[config.mk]
export PLATFORM = sky130hd
export DESIGN_NAME = sql_bind_marker_counter_core
export DESIGN_NICKNAME = d
export VERILOG_FILES = /design/src/hw/rtl/sbmc_pkg.sv /design/src/hw/rtl/sql_bind_marker_counter_core.sv
export SDC_FILE = /design/constraint.sdc
export NUM_CORES = 1
export LEC_CHECK = 0
export BUFFER_PORTS_ARGS = -buffer_cell sky130_fd_sc_hd__buf_4
export CAP_MARGIN = 5
export CORE_AREA = 2 2 82 92
export DETAILED_ROUTE_END_ITERATION = 16
export DIE_AREA = 0 0 84 94
export GPL_TIMING_DRIVEN = 0
export PLACE_DENSITY_LB_ADDON = 0.3
export REMOVE_ABC_BUFFERS = 1
export SYNTH_ARGS = -nofsm -noshare
export SYNTH_HDL_FRONTEND = slang
export SYNTH_SLANG_ARGS = --single-unit
[constraint.sdc]
create_clock -name clock -period 11.6 [get_ports clock]
set_input_delay 1.16 -clock clock [delete_from_list [all_inputs] [get_ports clock]]
set_output_delay 1.16 -clock clock [all_outputs]
set_load 0.02 [all_outputs]
[src/hw/rtl/sbmc_pkg.sv]
`default_nettype none
package sbmc_pkg;

   localparam int COUNT_WIDTH = 16;
   localparam int OUT_WIDTH   = 16;

   localparam logic [7:0] CHR_QMARK   = 8'h3F;
   localparam logic [7:0] CHR_SQUOTE  = 8'h27;
   localparam logic [7:0] CHR_DQUOTE  = 8'h22;
   localparam logic [7:0] CHR_DASH    = 8'h2D;
   localparam logic [7:0] CHR_SLASH   = 8'h2F;
   localparam logic [7:0] CHR_STAR    = 8'h2A;
   localparam logic [7:0] CHR_NL      = 8'h0A;
   localparam logic [7:0] CHR_CR      = 8'h0D;
   localparam logic [7:0] CHR_TAB     = 8'h09;
   localparam logic [7:0] CHR_SPACE   = 8'h20;
   localparam logic [7:0] CHR_UNDER   = 8'h5F;

   localparam int KEYWORD_LEN = 7;
   localparam logic [2:0] KEYWORD_LAST = 3'(KEYWORD_LEN);

   typedef enum logic [3:0] {
      LX_NORMAL, LX_DASH, LX_SLASH, LX_SQ, LX_SQ_END, LX_DQ, LX_DQ_END,
      LX_LINE, LX_BLOCK, LX_BLOCK_STAR
   } lexer_mode_type;

   typedef enum logic [3:0] {
      PF_SKIP, PF_DASH, PF_SLASH, PF_LINE, PF_BLOCK, PF_BLOCK_STAR,
      PF_MATCH, PF_AFTER, PF_YES, PF_NO
   } prefix_mode_type;

   typedef struct packed {
      logic [7:0] text_byte;
      logic       last_byte;
   } req_beat_type;

   typedef struct packed {
      logic [OUT_WIDTH-1:0] bind_count;
      logic                 prepare_found;
      logic [OUT_WIDTH-1:0] marker_total;
   } rsp_beat_type;

   function automatic logic [7:0] keyword_char(input logic [2:0] pos);
      logic [7:0] c;
      unique case (pos)
         3'd0:    c = 8'h50;
         3'd1:    c = 8'h52;
         3'd2:    c = 8'h45;
         3'd3:    c = 8'h50;
         3'd4:    c = 8'h41;
         3'd5:    c = 8'h52;
         3'd6:    c = 8'h45;
         default: c = 8'h00;
      endcase
      return c;
   endfunction

   function automatic logic [7:0] to_upper(input logic [7:0] b);
      return (b >= 8'h61 && b <= 8'h7A) ? (b - 8'd32) : b;
   endfunction

   function automatic logic is_word_byte(input logic [7:0] b);
      return (b >= 8'h30 && b <= 8'h39) || (b >= 8'h41 && b <= 8'h5A) ||
             (b >= 8'h61 && b <= 8'h7A) || b == CHR_UNDER;
   endfunction

endpackage
`default_nettype wire

[src/hw/rtl/sql_bind_marker_counter_core.sv]
// The result beat is registered and appears in the cycle after the beat carrying last_byte is accepted.
// Throughput: one text byte per cycle; a last byte waits only while a
// previous result is held by rsp_stall.
// Reset: synchronous, active high; lexer in normal text, prefix checker
// skipping leading blanks, marker count zero, no result pending.
`default_nettype none
module sql_bind_marker_counter_core (
   input  wire                         clock,
   input  wire                         reset,
   input  wire                         req_valid,
   output logic                        req_stall,
   input  wire  sbmc_pkg::req_beat_type req_data,
   output logic                        rsp_valid,
   input  wire                         rsp_stall,
   output sbmc_pkg::rsp_beat_type      rsp_data
);

   localparam int CW = sbmc_pkg::COUNT_WIDTH;
   localparam logic [CW-1:0] COUNT_MAX = {CW{1'b1}};

   sbmc_pkg::lexer_mode_type  lex_ff,  lex_in;
   sbmc_pkg::prefix_mode_type pfx_ff,  pfx_in;
   logic [2:0]                kpos_ff, kpos_in;
   logic [CW-1:0]             cnt_ff,  cnt_in;
   logic                      rsp_valid_ff, rsp_valid_in;
   sbmc_pkg::rsp_beat_type    rsp_data_ff,  rsp_data_in;

   logic       accept;
   logic [7:0] b;
   logic       lex_norm_step;
   logic       match_step;
   logic [2:0] match_pos;
   logic [31:0] cnt_wide;
   logic [sbmc_pkg::OUT_WIDTH-1:0] total;
   logic       prep;

   assign req_stall = rsp_valid_ff && rsp_stall && req_data.last_byte;
   assign accept    = req_valid && !req_stall;
   assign b         = req_data.text_byte;
   assign rsp_valid = rsp_valid_ff;
   assign rsp_data  = rsp_data_ff;

   always_comb begin
      lex_norm_step = 1'b0;
      lex_in        = lex_ff;
      unique case (lex_ff)
         sbmc_pkg::LX_DASH: begin
            if (b == sbmc_pkg::CHR_DASH) lex_in = sbmc_pkg::LX_LINE;
            else lex_norm_step = 1'b1;
         end
         sbmc_pkg::LX_SLASH: begin
            if (b == sbmc_pkg::CHR_STAR) lex_in = sbmc_pkg::LX_BLOCK;
            else lex_norm_step = 1'b1;
         end
         sbmc_pkg::LX_SQ: begin
            lex_in = (b == sbmc_pkg::CHR_SQUOTE) ? sbmc_pkg::LX_SQ_END : sbmc_pkg::LX_SQ;
         end
         sbmc_pkg::LX_SQ_END: begin
            if (b == sbmc_pkg::CHR_SQUOTE) lex_in = sbmc_pkg::LX_SQ;
            else lex_norm_step = 1'b1;
         end
         sbmc_pkg::LX_DQ: begin
            lex_in = (b == sbmc_pkg::CHR_DQUOTE) ? sbmc_pkg::LX_DQ_END : sbmc_pkg::LX_DQ;
         end
         sbmc_pkg::LX_DQ_END: begin
            if (b == sbmc_pkg::CHR_DQUOTE) lex_in = sbmc_pkg::LX_DQ;
            else lex_norm_step = 1'b1;
         end
         sbmc_pkg::LX_LINE: begin
            lex_in = (b == sbmc_pkg::CHR_NL) ? sbmc_pkg::LX_NORMAL : sbmc_pkg::LX_LINE;
         end
         sbmc_pkg::LX_BLOCK: begin
            lex_in = (b == sbmc_pkg::CHR_STAR) ? sbmc_pkg::LX_BLOCK_STAR : sbmc_pkg::LX_BLOCK;
         end
         sbmc_pkg::LX_BLOCK_STAR: begin
            priority if (b == sbmc_pkg::CHR_SLASH) lex_in = sbmc_pkg::LX_NORMAL;
            else if (b == sbmc_pkg::CHR_STAR) lex_in = sbmc_pkg::LX_BLOCK_STAR;
            else lex_in = sbmc_pkg::LX_BLOCK;
         end
         default: lex_norm_step = 1'b1;
      endcase

      cnt_in = cnt_ff;
      if (lex_norm_step) begin
         priority if (b == sbmc_pkg::CHR_SQUOTE) lex_in = sbmc_pkg::LX_SQ;
         else if (b == sbmc_pkg::CHR_DQUOTE) lex_in = sbmc_pkg::LX_DQ;
         else if (b == sbmc_pkg::CHR_DASH) lex_in = sbmc_pkg::LX_DASH;
         else if (b == sbmc_pkg::CHR_SLASH) lex_in = sbmc_pkg::LX_SLASH;
         else begin
            lex_in = sbmc_pkg::LX_NORMAL;
            if (b == sbmc_pkg::CHR_QMARK && cnt_ff != COUNT_MAX) cnt_in = cnt_ff + 1'b1;
         end
      end
   end

   always_comb begin
      match_step = 1'b0;
      match_pos  = kpos_ff;
      pfx_in     = pfx_ff;
      kpos_in    = kpos_ff;
      unique case (pfx_ff)
         sbmc_pkg::PF_SKIP: begin
            priority if (b == sbmc_pkg::CHR_SPACE || b == sbmc_pkg::CHR_TAB ||
                         b == sbmc_pkg::CHR_CR || b == sbmc_pkg::CHR_NL)
               pfx_in = sbmc_pkg::PF_SKIP;
            else if (b == sbmc_pkg::CHR_DASH) pfx_in = sbmc_pkg::PF_DASH;
            else if (b == sbmc_pkg::CHR_SLASH) pfx_in = sbmc_pkg::PF_SLASH;
            else begin
               match_step = 1'b1;
               match_pos  = 3'd0;
               kpos_in    = 3'd0;
            end
         end
         sbmc_pkg::PF_DASH: begin
            pfx_in = (b == sbmc_pkg::CHR_DASH) ? sbmc_pkg::PF_LINE : sbmc_pkg::PF_NO;
         end
         sbmc_pkg::PF_SLASH: begin
            pfx_in = (b == sbmc_pkg::CHR_STAR) ? sbmc_pkg::PF_BLOCK : sbmc_pkg::PF_NO;
         end
         sbmc_pkg::PF_LINE: begin
            pfx_in = (b == sbmc_pkg::CHR_NL) ? sbmc_pkg::PF_SKIP : sbmc_pkg::PF_LINE;
         end
         sbmc_pkg::PF_BLOCK: begin
            pfx_in = (b == sbmc_pkg::CHR_STAR) ? sbmc_pkg::PF_BLOCK_STAR : sbmc_pkg::PF_BLOCK;
         end
         sbmc_pkg::PF_BLOCK_STAR: begin
            priority if (b == sbmc_pkg::CHR_SLASH) pfx_in = sbmc_pkg::PF_SKIP;
            else if (b == sbmc_pkg::CHR_STAR) pfx_in = sbmc_pkg::PF_BLOCK_STAR;
            else pfx_in = sbmc_pkg::PF_BLOCK;
         end
         sbmc_pkg::PF_MATCH: match_step = 1'b1;
         sbmc_pkg::PF_AFTER: begin
            pfx_in = sbmc_pkg::is_word_byte(b) ? sbmc_pkg::PF_NO : sbmc_pkg::PF_YES;
         end
         sbmc_pkg::PF_YES: pfx_in = sbmc_pkg::PF_YES;
         default: pfx_in = sbmc_pkg::PF_NO;
      endcase

      if (match_step) begin
         if (match_pos >= sbmc_pkg::KEYWORD_LAST ||
             sbmc_pkg::to_upper(b) != sbmc_pkg::keyword_char(match_pos)) begin
            pfx_in = sbmc_pkg::PF_NO;
         end else begin
            kpos_in = match_pos + 3'd1;
            pfx_in  = (kpos_in == sbmc_pkg::KEYWORD_LAST) ? sbmc_pkg::PF_AFTER
                                                          : sbmc_pkg::PF_MATCH;
         end
      end
   end

   always_comb begin
      cnt_wide = 32'(cnt_in);
      total    = (cnt_wide > 32'h0000_FFFF) ? 16'hFFFF : cnt_wide[15:0];
      prep     = (pfx_in == sbmc_pkg::PF_YES) || (pfx_in == sbmc_pkg::PF_AFTER);

      rsp_data_in.bind_count    = prep ? 16'd0 : total;
      rsp_data_in.prepare_found = prep;
      rsp_data_in.marker_total  = total;

      if (accept && req_data.last_byte) rsp_valid_in = 1'b1;
      else if (!rsp_stall) rsp_valid_in = 1'b0;
      else rsp_valid_in = rsp_valid_ff;
   end

   always_ff @(posedge clock) begin
      if (reset) begin
         lex_ff       <= sbmc_pkg::LX_NORMAL;
         pfx_ff       <= sbmc_pkg::PF_SKIP;
         kpos_ff      <= 3'd0;
         cnt_ff       <= '0;
         rsp_valid_ff <= 1'b0;
      end else begin
         rsp_valid_ff <= rsp_valid_in;
         if (accept) begin
            if (req_data.last_byte) begin
               lex_ff  <= sbmc_pkg::LX_NORMAL;
               pfx_ff  <= sbmc_pkg::PF_SKIP;
               kpos_ff <= 3'd0;
               cnt_ff  <= '0;
            end else begin
               lex_ff  <= lex_in;
               pfx_ff  <= pfx_in;
               kpos_ff <= kpos_in;
               cnt_ff  <= cnt_in;
            end
         end
      end
   end

   always_ff @(posedge clock) begin
      if (accept && req_data.last_byte) rsp_data_ff <= rsp_data_in;
   end

`ifndef SYNTHESIS
   a_last_gives_beat: assert property (@(posedge clock) disable iff (reset)
      accept && req_data.last_byte |=> rsp_valid_ff)
      else $error("last byte accepted without result beat");

   a_last_clears_state: assert property (@(posedge clock) disable iff (reset)
      accept && req_data.last_byte |=> cnt_ff == '0 && lex_ff == sbmc_pkg::LX_NORMAL &&
                                       pfx_ff == sbmc_pkg::PF_SKIP && kpos_ff == 3'd0)
      else $error("statement state not cleared after last byte");

   a_prepare_zero: assert property (@(posedge clock) disable iff (reset)
      rsp_valid_ff && rsp_data_ff.prepare_found |-> rsp_data_ff.bind_count == 16'd0)
      else $error("bind count non-zero for prepare");

   a_plain_count: assert property (@(posedge clock) disable iff (reset)
      rsp_valid_ff && !rsp_data_ff.prepare_found |->
         rsp_data_ff.bind_count == rsp_data_ff.marker_total)
      else $error("bind count differs from marker total");

   a_kpos_range: assert property (@(posedge clock) disable iff (reset)
      kpos_ff <= sbmc_pkg::KEYWORD_LAST)
      else $error("keyword position out of range");
`endif

endmodule
`default_nettype wire
==> After elaboration in Yosys (flattened, before gate mapping) <==
Index checks and enable logic that the tools add are counted.
{ "totals": {"in_bits": 13, "out_inout_bits": 35, "reg_bits": 61, "word_cells": 145} }
{ "op_classes": {"n_lt_le_gt_ge": 7, "n_addsub": 3, "n_mux": 58, "n_eq_ne": 44, "reduce_logical": 25} }
{ "ops": {"columns": ["operator", "n"], "rows": [
  ["16-bit 2-to-1 mux", 7],
  ["4-bit one-hot mux with 9 select lines", 2],
  ["4-bit 2-to-1 mux", 15],
  ["8-bit by 6-bit equality test with 1-bit output (second input constant)", 7],
  ["4-bit by 3-bit equality test with 1-bit output (second input constant)", 9],
  ["3-bit 2-to-1 mux", 12],
  ["7-bit one-hot mux with 4 select lines", 1],
  ["8-bit by 4-bit equality test with 1-bit output (second input constant)", 3],
  ["16-bit by 1-bit adder with 16-bit output (second input constant)", 1],
  ["4-bit by 2-bit equality test with 1-bit output (second input constant)", 4],
  ["4-bit equality test (second input constant)", 4],
  ["8-bit by 7-bit >= comparator with 1-bit output (second input constant)", 2],
  ["8-bit by 7-bit less-or-equal comparator with 1-bit output (second input constant)", 2],
  ["8-bit 2-to-1 mux", 2],
  ["16-bit inequality test (second input constant)", 1],
  ["4-bit inequality test (second input constant)", 4],
  ["1-bit 2-to-1 mux", 13],
  ["3-bit equality test (second input constant)", 4],
  ["11-bit nonzero test", 1],
  ["4-bit by 1-bit equality test with 1-bit output (second input constant)", 2],
  ["8-bit by 7-bit equality test with 1-bit output (second input constant)", 1],
  ["8-bit by 6-bit >= comparator with 1-bit output (second input constant)", 1],
  ["8-bit by 6-bit less-or-equal comparator with 1-bit output (second input constant)", 1],
  ["1-bit logical AND", 8],
  ["other kinds (17)", 30]
]} }

==> Longest topological paths before layout <==
{ "logic_depth": {"ltp_word": 16, "ltp_mapped": 16} }

==> Least setup slack after synthesis <==
Ideal clock, no wire load.
{ "synth_timing": {"path_kind": "in2reg", "start": "input port req_data[7] (netlist bit)", "end": "register rsp_data_ff, in the netlist rsp_data[25] (data pin)", "t_arrival_ns": 4.254, "slack_ns": 7.092, "setup_ns": 0.254, "stages": 15, "required_time_ns": 11.346, "path_cell_list": "clkbuf_1 or4b_1 clkbuf_1 a21o_1 nand3_1 and3_1 ha_1 inv_1 o311a_1 nor4_1 o2111a_1 o2111ai_1 o21ai_2 buf_4 nor2b_1"} }
{ "synth_via": {"elab_chain_cells": 16, "elab_cells_between_ends": 81, "cone_classes": "2 x add/sub; 7 x order compare; 21 x eq/ne; 35 x mux; 16 x reduce/logical"} }
{ "synth_rtl": {"columns": ["element", "line", "text"], "rows": [
  ["from (decl)", "sql_bind_marker_counter_core.sv:12", "input wire sbmc_pkg::req_beat_type req_data,"],
  ["8-bit by 6-bit equality test with 1-bit output or 8-bit by 4-bit equality test with 1-bit output (tied branches)", "sql_bind_marker_counter_core.sv:103", "priority if (b == sbmc_pkg::CHR_SPACE || b == sbmc_pkg::CHR_TAB ||"],
  ["1-bit logical OR (2 in a row)", "sql_bind_marker_counter_core.sv:103", null],
  ["1-bit logical OR", "sql_bind_marker_counter_core.sv:104", "b == sbmc_pkg::CHR_CR || b == sbmc_pkg::CHR_NL)"],
  ["3-bit 2-to-1 mux", "sql_bind_marker_counter_core.sv:103", null],
  ["3-bit 2-to-1 mux", "sql_bind_marker_counter_core.sv:101", "unique case (pfx_ff)"],
  ["3-bit equality test, or another cell as far along", "sbmc_pkg.sv:45", "unique case (pos)"],
  ["2-bit OR reduction (no source line)", null, null],
  ["7-bit one-hot mux with 4 select lines", "sbmc_pkg.sv:45", null],
  ["8-bit 2-to-1 mux", "sql_bind_marker_counter_core.sv:139", "if (match_step) begin"],
  ["8-bit inequality test", "sql_bind_marker_counter_core.sv:141", "sbmc_pkg::to_upper(b) != sbmc_pkg::keyword_char(match_pos)) begin"],
  ["1-bit logical OR", "sql_bind_marker_counter_core.sv:140", "if (match_pos >= sbmc_pkg::KEYWORD_LAST ||"],
  ["4-bit 2-to-1 mux", "sql_bind_marker_counter_core.sv:140", null],
  ["4-bit 2-to-1 mux *", "sql_bind_marker_counter_core.sv:139", null],
  ["4-bit equality test or 4-bit by 3-bit equality test with 1-bit output (tied branches)", "sql_bind_marker_counter_core.sv:154", "prep = (pfx_in == sbmc_pkg::PF_YES) || (pfx_in == sbmc_pkg::PF_AFTER);"],
  ["1-bit logical OR *", "sql_bind_marker_counter_core.sv:154", null],
  ["net prep", "sql_bind_marker_counter_core.sv:35", "logic prep;"],
  ["to (signal assigned)", "sql_bind_marker_counter_core.sv:191", "if (accept && req_data.last_byte) rsp_data_ff <= rsp_data_in;"],
  ["to (decl)", "sql_bind_marker_counter_core.sv:26", "sbmc_pkg::rsp_beat_type rsp_data_ff, rsp_data_in;"]
]} }
Mark *: on every way through the listed nets, which the timed path passes. The rest lies on a longest branch. The select of a mux whose other input is x is not followed.
A chain may end at the register's enable or synchronous reset.

==> Final worst setup path <==
{ "layout_timing": {"start": "input port req_data[1] (netlist bit)", "end": "register rsp_data_ff, in the netlist rsp_data[20] (data pin)"} }
{ "layout_via": {"elab_chain_cells": 16, "elab_cells_between_ends": 81, "cone_classes": "2 x add/sub; 7 x order compare; 21 x eq/ne; 35 x mux; 16 x reduce/logical"} }
{ "layout_rtl": {"columns": ["element", "line"], "rows": [
  ["8-bit by 6-bit equality test with 1-bit output or 8-bit by 4-bit equality test with 1-bit output (tied branches)", "sql_bind_marker_counter_core.sv:103"],
  ["1-bit logical OR (2 in a row)", "sql_bind_marker_counter_core.sv:103"],
  ["1-bit logical OR", "sql_bind_marker_counter_core.sv:104"],
  ["3-bit 2-to-1 mux", "sql_bind_marker_counter_core.sv:103"],
  ["3-bit 2-to-1 mux", "sql_bind_marker_counter_core.sv:101"],
  ["3-bit equality test, or another cell as far along", "sbmc_pkg.sv:45"],
  ["2-bit OR reduction (no source line)", null],
  ["7-bit one-hot mux with 4 select lines", "sbmc_pkg.sv:45"],
  ["8-bit 2-to-1 mux", "sql_bind_marker_counter_core.sv:139"],
  ["8-bit inequality test", "sql_bind_marker_counter_core.sv:141"],
  ["1-bit logical OR", "sql_bind_marker_counter_core.sv:140"],
  ["4-bit 2-to-1 mux", "sql_bind_marker_counter_core.sv:140"],
  ["4-bit 2-to-1 mux", "sql_bind_marker_counter_core.sv:139"],
  ["4-bit equality test or 4-bit by 3-bit equality test with 1-bit output (tied branches)", "sql_bind_marker_counter_core.sv:154"],
  ["1-bit logical OR", "sql_bind_marker_counter_core.sv:154"]
]} }
Parallel ways exist; a longest one is shown, timed or not. The select of a mux whose other input is x is not followed.

==> run summary <==
Post-synth EDFFs: 33
# IOs: 48
Critical Path Fanout Max: 17
Max VDD drop: 0.0964 mV
Worst EP arrival: 4.89 ns
Row count: 32
Dpl cell area: 0.00416 mm2
Routability Congestion: 0.894
Gr ovfl total: 0
Number of antenna diodes: 0
Initial DRC count: 235
Hold slack: 0.520 ns
Final TNS setup: 0 ns
DRC viols: 0
Pre-antenna DRT Iters: 6
Die area: 0.00790 mm2
GRT Overall Usage: 22.6%
Yosys top cell by area: edfxtp_1
DR WL/cell: 16.0 um
Pleak: 1.57 nW
I/O Buffers: 47
Data required time of the critical path: 11.66 ns
Startpoint Class: input pin
CTS Hold Bufs: 0
HP Start: rsp_valid
Final WL: 8630 um
Die Y: 94 um
Flip-flop and latch count after synthesis: 61
Synth Flop Type: edfxtp_1
# H-tree levels: 3
Count of cell types in the netlist: 75
DP Wirelength: 6140 um
Yosys warns: 0
Pwr per Cell Area: 107 mW/mm2
Critical Path End Type: flip-flop
Vias per cell: 6.26
Fillers: 596
Critical R2R Capture: rsp_data[20]
RSZ-0062 raised after global routing: false
Inserted Clock Buffers: 9
Worst r2r path cells: 13
Vias in the first global route: 3031
Slew Limit Fails: 0
Die width: 84 um
Post-route ant nets: 0
WHS Endpoint: rsp_valid
Area Overhead vs Synth: 13.4%
CTS tree: yes
Clk sinks: 61
Reg clk slew, reported paths: 0.06 ns
Post-CTS Setup Repair Bufs: 0
Skew final: 0.00475 ns
Max Fclk: 207 MHz
Post-CTS resize count: 0
Final setup fails: 0
Via count of the routed design: 3372
Power Total: 0.464 mW
Post-Syn Instances: 423
Period minus WS final: 4.83 ns
Share of cells above drive strength 1: 16.5%
Starting Density: 55.3%
Max Root-Sink Buffers: 2
Worst Hold Class: flip-flop to flip-flop
Crit path kind: input pin to flip-flop
Netlist Area Pre-Place: 0.00383 mm2
Post-synth ARST share: 0%
Reg2Reg Setup Slack: 7.53 ns
Run status: completed
First-pass GRT wire length: 14500 um
Final period utilization: 41.6%
Worst r2r src: pfx_ff[1]
Core Region: 0.00693 mm2
Clock root buffer: clkbuf_8
Initial antenna violation count: 0
Hold Vio Cnt, Final: 0
Number of max-cap violations: 0
Largest net degree at the start of global routing: 35
Slew HR: 28.4%
Yosys top cell area share: 25.9%
Synthesized area per cell: 9.06 um2
Worst-skew pair later-pin latency: 0.34 ns
Nets: 468
Largest cells by area after synthesis: edfxtp_1 26%, dfxtp_1 15%, o21ai_0 3.5%, nand2_1 2.8%, a21oi_1 2.7%
Sequential element share of the synthesized area: 40.5%
Fin area: 0.00434 mm2
Worst Max-Slew Pin Slew: 1.07 ns
Hold depth: 2
## Yosys cell counts, drive strengths merged, types with 3 or more instances
master    n
a32o      5
o2111ai   4
o21ai    30
edfxtp   33
nor2     27
xor2     10
o22ai     4
nor4b     3
nor4      4
nor3b     7
nor3     15
o31ai     8
buf       7
nand2b    7
a32oi     4
and3      6
and4      3
ha        6
inv      13
xnor2     8
nand2    29
or3      13
nor2b    16
a31oi     8
clkbuf   25
a21oi    22
nand4    11
a311o     3
nand3    20
dfxtp    28
## worst max-delay path, cell delays in order
cell	delay, ns
buf_4	0.18
or3b_1	0.51
a211o_1	0.33
nand3_1	0.28
and3_1	0.23
ha_1	0.30
inv_1	0.10
o311a_1	0.34
nor4_1	0.18
o2111a_1	0.31
o2111ai_1	0.19
o21ai_2	0.63
nor2b_1	0.13
## registers in the layout (all words and copies together), names as in the netlist
register	cells
rsp_data	33
cnt_ff	16
lex_ff	4
pfx_ff	4
kpos_ff	3
rsp_valid	1
## kinds of logic (layout without fill, tap and decap cells)
group | count (synthesis) | in the layout | share of synthesized area (%)
flops | 61 | 61 | 40.5
fa+ha+maj | 6 | 6 | 1.96
simple gates | 173 | 173 | 26.4
compound gates | 115 | 115 | 21.0
buf+inv | 46 | 77 | 4.93
xor+xnor | 18 | 18 | 4.11
mux | 4 | 4 | 1.11
## cell type report
class                      count  area (um2)  area share, %
sequential                    61        1550           35.7
clock buffer                  10         128           2.94
timing repair buffer          47         353           8.12
inverter                      14        52.6           1.21
tap                           85         106           2.45
clock inverter                 6        53.8           1.24
multi-input combinational    316        2100           48.3
## per-layer routing
metal	share of wire (%)	track usage, %	up-vias
met4	1.8	9.01	0
li1	-	-	1659
met5	0	0	-
met1	42	27.8	1580
met2	51	39.0	118
met3	5.1	4.66	15
## power by group
group,internal (mW),switching (mW),total [mW]
clock network,0.0966,0.0782,0.175
registers,0.233,0.00259,0.235
logic,0.0173,0.0364,0.0538
total,0.346,0.117,0.464
## worst max path at each step
stage / from / end / slack (ns) / depth (start not counted)
CTS: req_data[7] / rsp_data[21] / 6.83 / 13
global route: req_data[2] / rsp_data[20] / 6.48 / 13
detailed placement: req_data[1] / rsp_data[20] / 6.47 / 13
finish: req_data[1] / rsp_data[20] / 6.77 / 13
floorplan: req_data[7] / rsp_data[17] / 7.25 / 12
global placement: req_data[7] / rsp_data[26] / 6.58 / 13
## cell usage in the layout, fill, tap and decap left out, types with 5 or more instances in the layout
cell      netlist  layout
clkbuf_8        0       9
nor2_1         26      25
nor3b_1         7       7
a31oi_1         8       8
nand4_1         9       9
inv_1          13      13
edfxtp_1       33      33
nand3_1        19      19
o21ai_0        27      27
nor2b_1        16      16
buf_4           1      47
nand2_1        29      29
ha_1            6       6
nand2b_1        7       7
a32o_1          5       5
or3_1          13      13
xor2_1         10      10
dfxtp_1        28      28
xnor2_1         8       8
a21oi_1        21      21
o31ai_1         8       8
and3_1          6       6
nor3_1         14      14
## per-stage QoR
stage,setup WS [ns],cells,utilization (%)
CTS,6.83,539,62.7
floorplan,7.25,391,-
detailed placement,6.47,523,60.1
global route,6.48,539,62.7
finish,6.77,539,62.7
global placement,6.58,523,60.0
Note: power is estimated with default switching activity, not from simulation.
